`src/rrts_pkg.sv`:
```
// rrts_pkg: shared types, codes and the control store of the round-robin task scheduler
// depends on nothing; used by round_robin_task_scheduler_top
`default_nettype none

package rrts_pkg;

  // task slot states
  localparam logic [1:0] ST_EMPTY   = 2'd0;
  localparam logic [1:0] ST_READY   = 2'd1;
  localparam logic [1:0] ST_RUNNING = 2'd2;
  localparam logic [1:0] ST_DEAD    = 2'd3;

  // result status codes
  localparam logic [1:0] STAT_OK         = 2'd0;
  localparam logic [1:0] STAT_FULL       = 2'd1;
  localparam logic [1:0] STAT_UNKNOWN    = 2'd2;
  localparam logic [1:0] STAT_NONE_READY = 2'd3;

  // action codes
  localparam logic [1:0] ACT_TICK  = 2'd0;
  localparam logic [1:0] ACT_ADD   = 2'd1;
  localparam logic [1:0] ACT_KILL  = 2'd2;
  localparam logic [1:0] ACT_QUERY = 2'd3;

  typedef logic [4:0] step_t;
  typedef logic [3:0] cond_t;
  typedef logic [2:0] asel_t;
  typedef logic [1:0] wsel_t;
  typedef logic [2:0] esel_t;

  // sequencing conditions
  localparam cond_t C_NEXT     = 4'd0;
  localparam cond_t C_ALWAYS   = 4'd1;
  localparam cond_t C_DISPATCH = 4'd2;
  localparam cond_t C_HIT      = 4'd3;
  localparam cond_t C_NOT_RUN  = 4'd4;
  localparam cond_t C_MORE     = 4'd5;
  localparam cond_t C_FULL     = 4'd6;
  localparam cond_t C_OOR      = 4'd7;
  localparam cond_t C_EMPTY    = 4'd8;

  // table address sources
  localparam asel_t A_CUR      = 3'd0;
  localparam asel_t A_SCAN     = 3'd1;
  localparam asel_t A_SCAN_NXT = 3'd2;
  localparam asel_t A_ID       = 3'd3;
  localparam asel_t A_FREE     = 3'd4;

  // table write data
  localparam wsel_t W_NONE    = 2'd0;
  localparam wsel_t W_READY   = 2'd1;
  localparam wsel_t W_RUNNING = 2'd2;
  localparam wsel_t W_DEAD    = 2'd3;

  // result forms
  localparam esel_t E_NONE  = 3'd0;
  localparam esel_t E_RUN   = 3'd1;
  localparam esel_t E_IDLE  = 3'd2;
  localparam esel_t E_ADD   = 3'd3;
  localparam esel_t E_FULL  = 3'd4;
  localparam esel_t E_KILL  = 3'd5;
  localparam esel_t E_QUERY = 3'd6;
  localparam esel_t E_UNK   = 3'd7;

  typedef struct packed {
    cond_t cond;
    step_t target;
    asel_t asel;
    logic  rd;
    wsel_t wsel;
    esel_t emit;
    logic  scan_init;
    logic  scan_step;
    logic  set_cur;
    logic  inc_free;
  } ctl_t;

  // program steps
  localparam step_t S_IDLE  = 5'd0;
  localparam step_t S_T0    = 5'd1;
  localparam step_t S_T1    = 5'd2;
  localparam step_t S_T2    = 5'd3;
  localparam step_t S_T3    = 5'd4;
  localparam step_t S_T4    = 5'd5;
  localparam step_t S_T5    = 5'd6;
  localparam step_t S_T6    = 5'd7;
  localparam step_t S_THIT  = 5'd8;
  localparam step_t S_A0    = 5'd9;
  localparam step_t S_A1    = 5'd10;
  localparam step_t S_AFULL = 5'd11;
  localparam step_t S_K0    = 5'd12;
  localparam step_t S_K1    = 5'd13;
  localparam step_t S_K2    = 5'd14;
  localparam step_t S_Q0    = 5'd15;
  localparam step_t S_Q1    = 5'd16;
  localparam step_t S_Q2    = 5'd17;
  localparam step_t S_UNK   = 5'd18;

  // control store
  function automatic ctl_t ucode(input step_t step);
    ctl_t c;
    c = '0;
    case (step)
      S_IDLE: begin
        c.cond = C_DISPATCH;
      end
      S_T0: begin
        c.asel = A_CUR; c.rd = 1'b1; c.scan_init = 1'b1;
      end
      S_T1: begin
        c.cond = C_NOT_RUN; c.target = S_T3;
      end
      S_T2: begin
        c.asel = A_CUR; c.wsel = W_READY;
      end
      S_T3: begin
        c.asel = A_SCAN_NXT; c.rd = 1'b1; c.scan_step = 1'b1;
      end
      S_T4: begin
        c.cond = C_HIT; c.target = S_THIT;
      end
      S_T5: begin
        c.cond = C_MORE; c.target = S_T3;
      end
      S_T6: begin
        c.emit = E_IDLE; c.cond = C_ALWAYS; c.target = S_IDLE;
      end
      S_THIT: begin
        c.asel = A_SCAN; c.wsel = W_RUNNING; c.set_cur = 1'b1;
        c.emit = E_RUN; c.cond = C_ALWAYS; c.target = S_IDLE;
      end
      S_A0: begin
        c.cond = C_FULL; c.target = S_AFULL;
      end
      S_A1: begin
        c.asel = A_FREE; c.wsel = W_READY; c.inc_free = 1'b1;
        c.emit = E_ADD; c.cond = C_ALWAYS; c.target = S_IDLE;
      end
      S_AFULL: begin
        c.emit = E_FULL; c.cond = C_ALWAYS; c.target = S_IDLE;
      end
      S_K0: begin
        c.asel = A_ID; c.rd = 1'b1; c.cond = C_OOR; c.target = S_UNK;
      end
      S_K1: begin
        c.cond = C_EMPTY; c.target = S_UNK;
      end
      S_K2: begin
        c.asel = A_ID; c.wsel = W_DEAD; c.emit = E_KILL;
        c.cond = C_ALWAYS; c.target = S_IDLE;
      end
      S_Q0: begin
        c.asel = A_ID; c.rd = 1'b1; c.cond = C_OOR; c.target = S_UNK;
      end
      S_Q1: begin
        c.cond = C_EMPTY; c.target = S_UNK;
      end
      S_Q2: begin
        c.emit = E_QUERY; c.cond = C_ALWAYS; c.target = S_IDLE;
      end
      S_UNK: begin
        c.emit = E_UNK; c.cond = C_ALWAYS; c.target = S_IDLE;
      end
      default: begin
        c.cond = C_ALWAYS; c.target = S_IDLE;
      end
    endcase
    return c;
  endfunction

endpackage

`default_nettype wire

```
`src/round_robin_task_scheduler_top.sv`:
```
// round_robin_task_scheduler_top: task table, step sequencer and result register
// depends on rrts_pkg (codes, control word type, control store)
`default_nettype none

// Round-robin task scheduler. A table of MAX_TASKS two-bit slot states (empty, ready,
// running, dead) sits in a small memory with one registered read port; a flip-flop
// valid bit per slot makes unwritten slots read as their reset value (slot 0 ready,
// the rest empty), so no clearing pass is needed after reset. One item is worked on
// at a time and in_stall stays high until the program returns to its idle step.
// Control is a short program in rrts_pkg::ucode stepped by a program counter; each
// table read goes through the registered read port. A tick first puts a running
// current task back to ready, then runs the three-step scan loop once per slot,
// from the slot after the current one up to and including the first ready one, or
// over every slot, ending on the current one, when none is ready. Each beat yields
// exactly one result beat; the result sits in an output register and the program
// holds at its emit step while that register is still occupied and stalled.
module round_robin_task_scheduler_top #(
  parameter int MAX_TASKS = 16
) (
  input  wire logic       clk,
  input  wire logic       rst_n,
  input  wire logic       in_valid,
  output logic            in_stall,
  input  wire logic [1:0] in_action,
  input  wire logic [3:0] in_task_id,
  output logic            out_valid,
  input  wire logic       out_stall,
  output logic [3:0]      out_result_id,
  output logic [1:0]      out_task_state,
  output logic [1:0]      out_status
);

  // slot index, id counter and common compare widths
  localparam int SW = (MAX_TASKS > 1) ? $clog2(MAX_TASKS) : 1;
  localparam int FW = $clog2(MAX_TASKS + 1);
  localparam int IW = (FW > 4) ? FW : 4;
  localparam logic [SW-1:0] LAST_SLOT = SW'(MAX_TASKS - 1);
  localparam logic [FW-1:0] MAX_CNT   = FW'(MAX_TASKS);
  localparam logic [IW-1:0] MAX_ID    = IW'(MAX_TASKS);

  // sequencer
  rrts_pkg::step_t pc_r, pc_nxt;
  rrts_pkg::ctl_t  ctl;

  // datapath registers
  logic [SW-1:0] cur_r;
  logic [SW-1:0] scan_r;
  logic [FW-1:0] cnt_r;
  logic [FW-1:0] free_r;
  logic [3:0]    id_r;
  logic [1:0]    rd_r;

  // task table and its valid bits
  logic [1:0]           mem [MAX_TASKS];
  logic [MAX_TASKS-1:0] vld_r;

  // result register
  logic       out_valid_r;
  logic [3:0] res_id_r;
  logic [1:0] res_state_r;
  logic [1:0] res_status_r;

  logic          adv;
  logic          cond_hit;
  logic [SW-1:0] scan_nxt;
  logic [SW-1:0] addr;
  logic          mem_we;
  logic          mem_re;
  logic [1:0]    wdata;
  logic [IW-1:0] id_ext;
  logic [IW-1:0] cur_ext;
  logic [IW-1:0] scan_ext;
  logic [IW-1:0] free_ext;
  rrts_pkg::step_t disp_step;

  assign ctl = rrts_pkg::ucode(pc_r);

  // busy whenever the program is away from its idle step
  assign in_stall = (pc_r != rrts_pkg::S_IDLE);

  // an emit step may only proceed when the result register can take the beat
  assign adv = (ctl.emit == rrts_pkg::E_NONE) || !out_valid_r || !out_stall;

  assign id_ext   = IW'(id_r);
  assign cur_ext  = IW'(cur_r);
  assign scan_ext = IW'(scan_r);
  assign free_ext = IW'(free_r);

  // cyclic successor of the scan pointer
  assign scan_nxt = (scan_r == LAST_SLOT) ? '0 : scan_r + SW'(1);

  // action decode for the idle step
  always_comb begin
    case (in_action)
      rrts_pkg::ACT_TICK:  disp_step = rrts_pkg::S_T0;
      rrts_pkg::ACT_ADD:   disp_step = rrts_pkg::S_A0;
      rrts_pkg::ACT_KILL:  disp_step = rrts_pkg::S_K0;
      default:             disp_step = rrts_pkg::S_Q0;
    endcase
  end

  // branch condition
  always_comb begin
    case (ctl.cond)
      rrts_pkg::C_HIT:     cond_hit = (rd_r == rrts_pkg::ST_READY);
      rrts_pkg::C_NOT_RUN: cond_hit = (rd_r != rrts_pkg::ST_RUNNING);
      rrts_pkg::C_MORE:    cond_hit = (cnt_r != MAX_CNT);
      rrts_pkg::C_FULL:    cond_hit = (free_r >= MAX_CNT);
      rrts_pkg::C_OOR:     cond_hit = (id_ext >= MAX_ID);
      rrts_pkg::C_EMPTY:   cond_hit = (rd_r == rrts_pkg::ST_EMPTY);
      default:             cond_hit = 1'b0;
    endcase
  end

  // next step
  always_comb begin
    case (ctl.cond)
      rrts_pkg::C_NEXT:     pc_nxt = pc_r + 5'd1;
      rrts_pkg::C_ALWAYS:   pc_nxt = ctl.target;
      rrts_pkg::C_DISPATCH: pc_nxt = in_valid ? disp_step : pc_r;
      default:              pc_nxt = cond_hit ? ctl.target : pc_r + 5'd1;
    endcase
  end

  always_ff @(posedge clk) begin
    if (!rst_n) begin
      pc_r <= rrts_pkg::S_IDLE;
    end else if (adv) begin
      pc_r <= pc_nxt;
    end
  end

  // latch the accepted beat
  always_ff @(posedge clk) begin
    if (pc_r == rrts_pkg::S_IDLE && in_valid) begin
      id_r <= in_task_id;
    end
  end

  // table address and write data
  always_comb begin
    case (ctl.asel)
      rrts_pkg::A_CUR:      addr = cur_r;
      rrts_pkg::A_SCAN:     addr = scan_r;
      rrts_pkg::A_SCAN_NXT: addr = scan_nxt;
      rrts_pkg::A_ID:       addr = id_ext[SW-1:0];
      rrts_pkg::A_FREE:     addr = free_ext[SW-1:0];
      default:              addr = cur_r;
    endcase
  end

  always_comb begin
    case (ctl.wsel)
      rrts_pkg::W_READY:   wdata = rrts_pkg::ST_READY;
      rrts_pkg::W_RUNNING: wdata = rrts_pkg::ST_RUNNING;
      default:             wdata = rrts_pkg::ST_DEAD;
    endcase
  end

  assign mem_we = adv && (ctl.wsel != rrts_pkg::W_NONE);
  assign mem_re = adv && ctl.rd;

  // task table: one write and one registered read per cycle
  always_ff @(posedge clk) begin
    if (mem_we) begin
      mem[addr] <= wdata;
    end
    if (mem_re) begin
      if (vld_r[addr]) begin
        rd_r <= mem[addr];
      end else begin
        // never-written slot reads as its reset value
        rd_r <= (addr == '0) ? rrts_pkg::ST_READY : rrts_pkg::ST_EMPTY;
      end
    end
  end

  always_ff @(posedge clk) begin
    if (!rst_n) begin
      vld_r <= '0;
    end else if (mem_we) begin
      vld_r[addr] <= 1'b1;
    end
  end

  // current slot, id counter
  always_ff @(posedge clk) begin
    if (!rst_n) begin
      cur_r  <= '0;
      free_r <= FW'(1);
    end else if (adv) begin
      if (ctl.set_cur) begin
        cur_r <= scan_r;
      end
      if (ctl.inc_free) begin
        free_r <= free_r + FW'(1);
      end
    end
  end

  // scan pointer and slot count of the tick loop
  always_ff @(posedge clk) begin
    if (adv) begin
      if (ctl.scan_init) begin
        scan_r <= cur_r;
        cnt_r  <= '0;
      end else if (ctl.scan_step) begin
        scan_r <= scan_nxt;
        cnt_r  <= cnt_r + FW'(1);
      end
    end
  end

  // result register
  always_ff @(posedge clk) begin
    if (!rst_n) begin
      out_valid_r <= 1'b0;
    end else if (adv && ctl.emit != rrts_pkg::E_NONE) begin
      out_valid_r <= 1'b1;
    end else if (!out_stall) begin
      out_valid_r <= 1'b0;
    end
  end

  always_ff @(posedge clk) begin
    if (adv && ctl.emit != rrts_pkg::E_NONE) begin
      case (ctl.emit)
        rrts_pkg::E_RUN: begin
          res_id_r     <= scan_ext[3:0];
          res_state_r  <= rrts_pkg::ST_RUNNING;
          res_status_r <= rrts_pkg::STAT_OK;
        end
        rrts_pkg::E_IDLE: begin
          // no ready task: current task stays, report its state
          res_id_r     <= cur_ext[3:0];
          res_state_r  <= rd_r;
          res_status_r <= rrts_pkg::STAT_NONE_READY;
        end
        rrts_pkg::E_ADD: begin
          res_id_r     <= free_ext[3:0];
          res_state_r  <= rrts_pkg::ST_READY;
          res_status_r <= rrts_pkg::STAT_OK;
        end
        rrts_pkg::E_FULL: begin
          res_id_r     <= 4'd0;
          res_state_r  <= rrts_pkg::ST_EMPTY;
          res_status_r <= rrts_pkg::STAT_FULL;
        end
        rrts_pkg::E_KILL: begin
          res_id_r     <= id_r;
          res_state_r  <= rrts_pkg::ST_DEAD;
          res_status_r <= rrts_pkg::STAT_OK;
        end
        rrts_pkg::E_QUERY: begin
          res_id_r     <= id_r;
          res_state_r  <= rd_r;
          res_status_r <= rrts_pkg::STAT_OK;
        end
        default: begin
          // unknown id on kill or query
          res_id_r     <= id_r;
          res_state_r  <= rrts_pkg::ST_EMPTY;
          res_status_r <= rrts_pkg::STAT_UNKNOWN;
        end
      endcase
    end
  end

  assign out_valid      = out_valid_r;
  assign out_result_id  = res_id_r;
  assign out_task_state = res_state_r;
  assign out_status     = res_status_r;

endmodule

`default_nettype wire

```
`config.mk`:
```
export PLATFORM = sky130hd
export DESIGN_NAME = round_robin_task_scheduler_top
export DESIGN_NICKNAME = d
export VERILOG_FILES = /design/src/rrts_pkg.sv /design/src/round_robin_task_scheduler_top.sv
export SDC_FILE = /design/constraint.sdc
export NUM_CORES = 1
export LEC_CHECK = 0
export BUFFER_PORTS_ARGS = -buffer_cell sky130_fd_sc_hd__buf_2
export CORE_MARGIN = 3
export CORE_UTILIZATION = 25
export DETAILED_ROUTE_END_ITERATION = 8
export HOLD_SLACK_MARGIN = 0.12
export PLACE_DENSITY = 0.48
export SYNTH_ARGS = -nofsm -noshare
export SYNTH_HDL_FRONTEND = slang
export SYNTH_SLANG_ARGS = --single-unit
```
`constraint.sdc`:
```
create_clock -name clk -period 6.8 [get_ports clk]
set_input_delay 0.34 -clock clk [delete_from_list [all_inputs] [get_ports clk]]
set_output_delay 0.34 -clock clk [all_outputs]
set_load 0.05 [all_outputs]
```
==> results_dict.tcl <==
set metrics [dict create \
    status "finished, final reports clean" \
    synth_xor_area_frac 0.0180 \
    r2r_cells 10 \
    hold_buffers 0 \
    rrSetupSlack_ns 2.19 \
    dpl_cell_area_um2 5140 \
    synth_compound_area_frac 0.199 \
    crit_buf_inv 0 \
    drv_cap 0 \
    start_util 0.257 \
    viasPerCell 4.80 \
    antenna_cells 0 \
    ant_nets 0 \
    grt_pass1_vias 3450 \
    drt_iter0_drc 416 \
    die_w_um 146 \
    synth_top_family_by_area "compound AO/OA/AOI/OAI gates" \
    remaining_drc_errors 0 \
    cts_tree "built" \
    syn2layout_area_growth_pct 11.7 \
    core_area_um2 19000 \
    hold_depth 1 \
    cts_sinks 86 \
    critPathMaxFanout 27 \
    avgSynthCellArea_um2 10.4 \
    fin_crit_ns 4.61 \
    final_area_um2 5440 \
    port_buffers 19 \
    num_vias 3555 \
    setup_tns_ns 0 \
    io_pins 20 \
    clk_path_buf_depth 2 \
    worstHoldStart "in_task_id[2]" \
    post-route-period-util 0.678 \
    ys_seq_elements 86 \
    synth.top_cells.by_area "edfxtp_1, dfxtp_1, mux2i_1" \
    critical_path.top_delay_family "compound AO/OA/AOI/OAI gates" \
    drive_gt1_frac 0.146 \
    hp-class "in -> reg" \
    post-place-ws_ns 2.20 \
    r2r-end "rd_r[0]$_DFFE_PP_" \
    cts.clk_slew.worst_paths_ns 0.07 \
    fmaxAchievable_mhz 217 \
    max_stage_delay_ns 0.90 \
    grt_pass1_wl_um 19300 \
    relSlewSlack 0.176 \
    overflow 0 \
    cts-root-buf "clkbuf_16" \
    cts_buffers 9 \
    synth_largest_area_cell "edfxtp_1" \
    synth.mux.area_fraction 0.0727 \
    fin_nets 496 \
    synth_fa_ha_area_frac 0.0257 \
    final_common_cell "edfxtp_1" \
    clkLatencyLatePin_ns 0.35 \
    synth_enable_flop_cells 55 \
    nFillCells 1959 \
    arrival_ns 4.69 \
    final_hold_viol_count 0 \
    wl_per_cell_um 16.0 \
    grt.total_usage 0.114 \
    p_per_area_nw_per_um2 441 \
    synth_ff_type "edfxtp_1" \
    htree_num_levels 3 \
    min_to "id_r[2]$_DFFE_PP_" \
    synth_top_area_frac 0.339 \
    rr_startpoint "pc_r[3]$_SDFFE_PN0P_" \
    p_leak_nw 1.86 \
    antenna_found_initial 0 \
    ys_seq_area_frac 0.466 \
    cts_resized 0 \
    die_h_um 146 \
    postCtsSetupBuffers 0 \
    routed_wirelength_um 11900 \
    required_ns 6.88 \
    synthSimpleGateAreaFrac 0.170 \
    crit_type "reg -> reg" \
    rsz0062_at_grt "no" \
    synth_cell_types 77 \
    ys_warn_count 0 \
    worst_path_max_delay_cell "a21o_1" \
    fin_skew_ns 0.00971 \
    endpoint_kind "flip-flop" \
    mostFrequentLayoutCells "edfxtp_1, nor2_1, nand2_1" \
    placement_rows 50 \
    ir_worst_vdd_mv 0.107 \
    drt_pass1_iterations 5 \
    syn_area_um2 4870 \
    synthCells 468 \
    dieArea_um2 21200 \
    grt_max_degree 34 \
    synthesis.nets 488 \
    setup_slack_ns 2.19 \
    hpwl_um 8520 \
    place_congestion 0.893 \
    critPathLaunchType "flip-flop" \
    slew_viol_final 0 \
    cp_cell_sequence "and3_1, ha_1, nor2_1, or3_1, a31oi_2, a21o_1, mux2i_1, a211oi_1, nor4_2, o22ai_1" \
    setup-violations-final 0 \
    async_flop_share 0 \
    worst_pin_slew_ns 1.23 \
]
[layer usage]
layer,part of all wire,vias up,GRT usage
met5,0,-,0
li1,-,1752,-
met3,0.051,15,0.0234
met1,0.50,1691,0.161
met4,0.024,0,0.0508
met2,0.43,97,0.169
[synthesized netlist by cell type, drive strengths merged (4+ instances only)]
cell / number
edfxtp: 55
xnor2: 7
mux2i: 23
nand2b: 9
a21oi: 17
nor3: 6
clkbuf: 10
nand3: 9
nor2b: 12
a211oi: 20
nor2: 47
buf: 12
o2bb2ai: 4
o21a: 16
a21o: 7
dfxtp: 31
and3: 7
inv: 22
ha: 10
a31oi: 8
nand4: 4
or2: 4
mux2: 7
o21ai: 22
nand2: 39
and2: 5
[final cells by class]
class | instances | area (µm²) | area share
Multi-Input combinational cell | 338 | 2370 | 0.435
Clock buffer | 10 | 229 | 0.0421
Inverter | 22 | 82.6 | 0.0152
Tap cell | 260 | 325 | 0.0598
Clock inverter | 6 | 68.8 | 0.0126
Sequential cell | 86 | 2270 | 0.418
Timing Repair Buffer | 19 | 95.1 | 0.0175
[registers in the layout, indices dropped and copies added (netlist names)]
name	flops
out_status	2
mem	32
cnt_r	5
out_result_id	4
cur_r	4
pc_r	5
vld_r	16
free_ext	5
scan_r	4
out_task_state	2
id_r	4
out_valid	1
rd_r	2
[where the power goes]
part | internal (mW) | leakage [nW] | total, mW | switching, mW
registers | 0.690 | 0.690 | 0.813 | 0.122
clock network | 0.288 | 0.144 | 0.500 | 0.212
logic | 0.403 | 1.03 | 1.09 | 0.687
[metrics by stage]
step	cells	power [mW]	utilization	hold slack (ns)
6_report	741	2.40	0.287	0.169
3_3_place_gp	725	1.90	0.271	0.451
3_5_place_dp	725	1.90	0.271	0.454
4_1_cts	741	2.41	0.287	0.159
5_1_grt	741	2.57	0.287	0.161
2_1_floorplan	468	1.68	-	0.439
[worst max-delay path by stage]
stage                               startpoint                end  slack (ns)  cells past startpoint
after CTS                 pc_r[3]$_SDFFE_PN0P_  rd_r[0]$_DFFE_PP_        2.17                     10
after floorplan           pc_r[2]$_SDFFE_PN0P_  rd_r[0]$_DFFE_PP_        3.48                     15
after detailed placement  pc_r[3]$_SDFFE_PN0P_  rd_r[0]$_DFFE_PP_        2.20                     10
after global placement    pc_r[3]$_SDFFE_PN0P_  rd_r[0]$_DFFE_PP_        2.28                     10
final                     pc_r[3]$_SDFFE_PN0P_  rd_r[0]$_DFFE_PP_        2.19                     10
after global routing      pc_r[3]$_SDFFE_PN0P_  rd_r[0]$_DFFE_PP_        1.78                     10
[worst register-to-register path, delay by kind of cell (launching register included)]
kind	cells	cell delay, ns
AOI/OAI and AO/OA	4	1.51
adders and majority gates	1	0.46
DFF	1	0.85
muxes	1	0.37
and+or+nand+nor	4	1.17
[kinds of logic after synthesis]
| logic type | count (synthesis) |
|---|---|
| AO/OA/AOI/OAI | 129 |
| XOR/XNOR | 10 |
| flip-flops | 86 |
| AND/OR/NAND/NOR | 157 |
| multiplexers | 32 |
| buffers and inverters | 44 |
| adder cells (fa/ha/maj) | 10 |
Note: power is estimated with default switching activity, not from simulation.
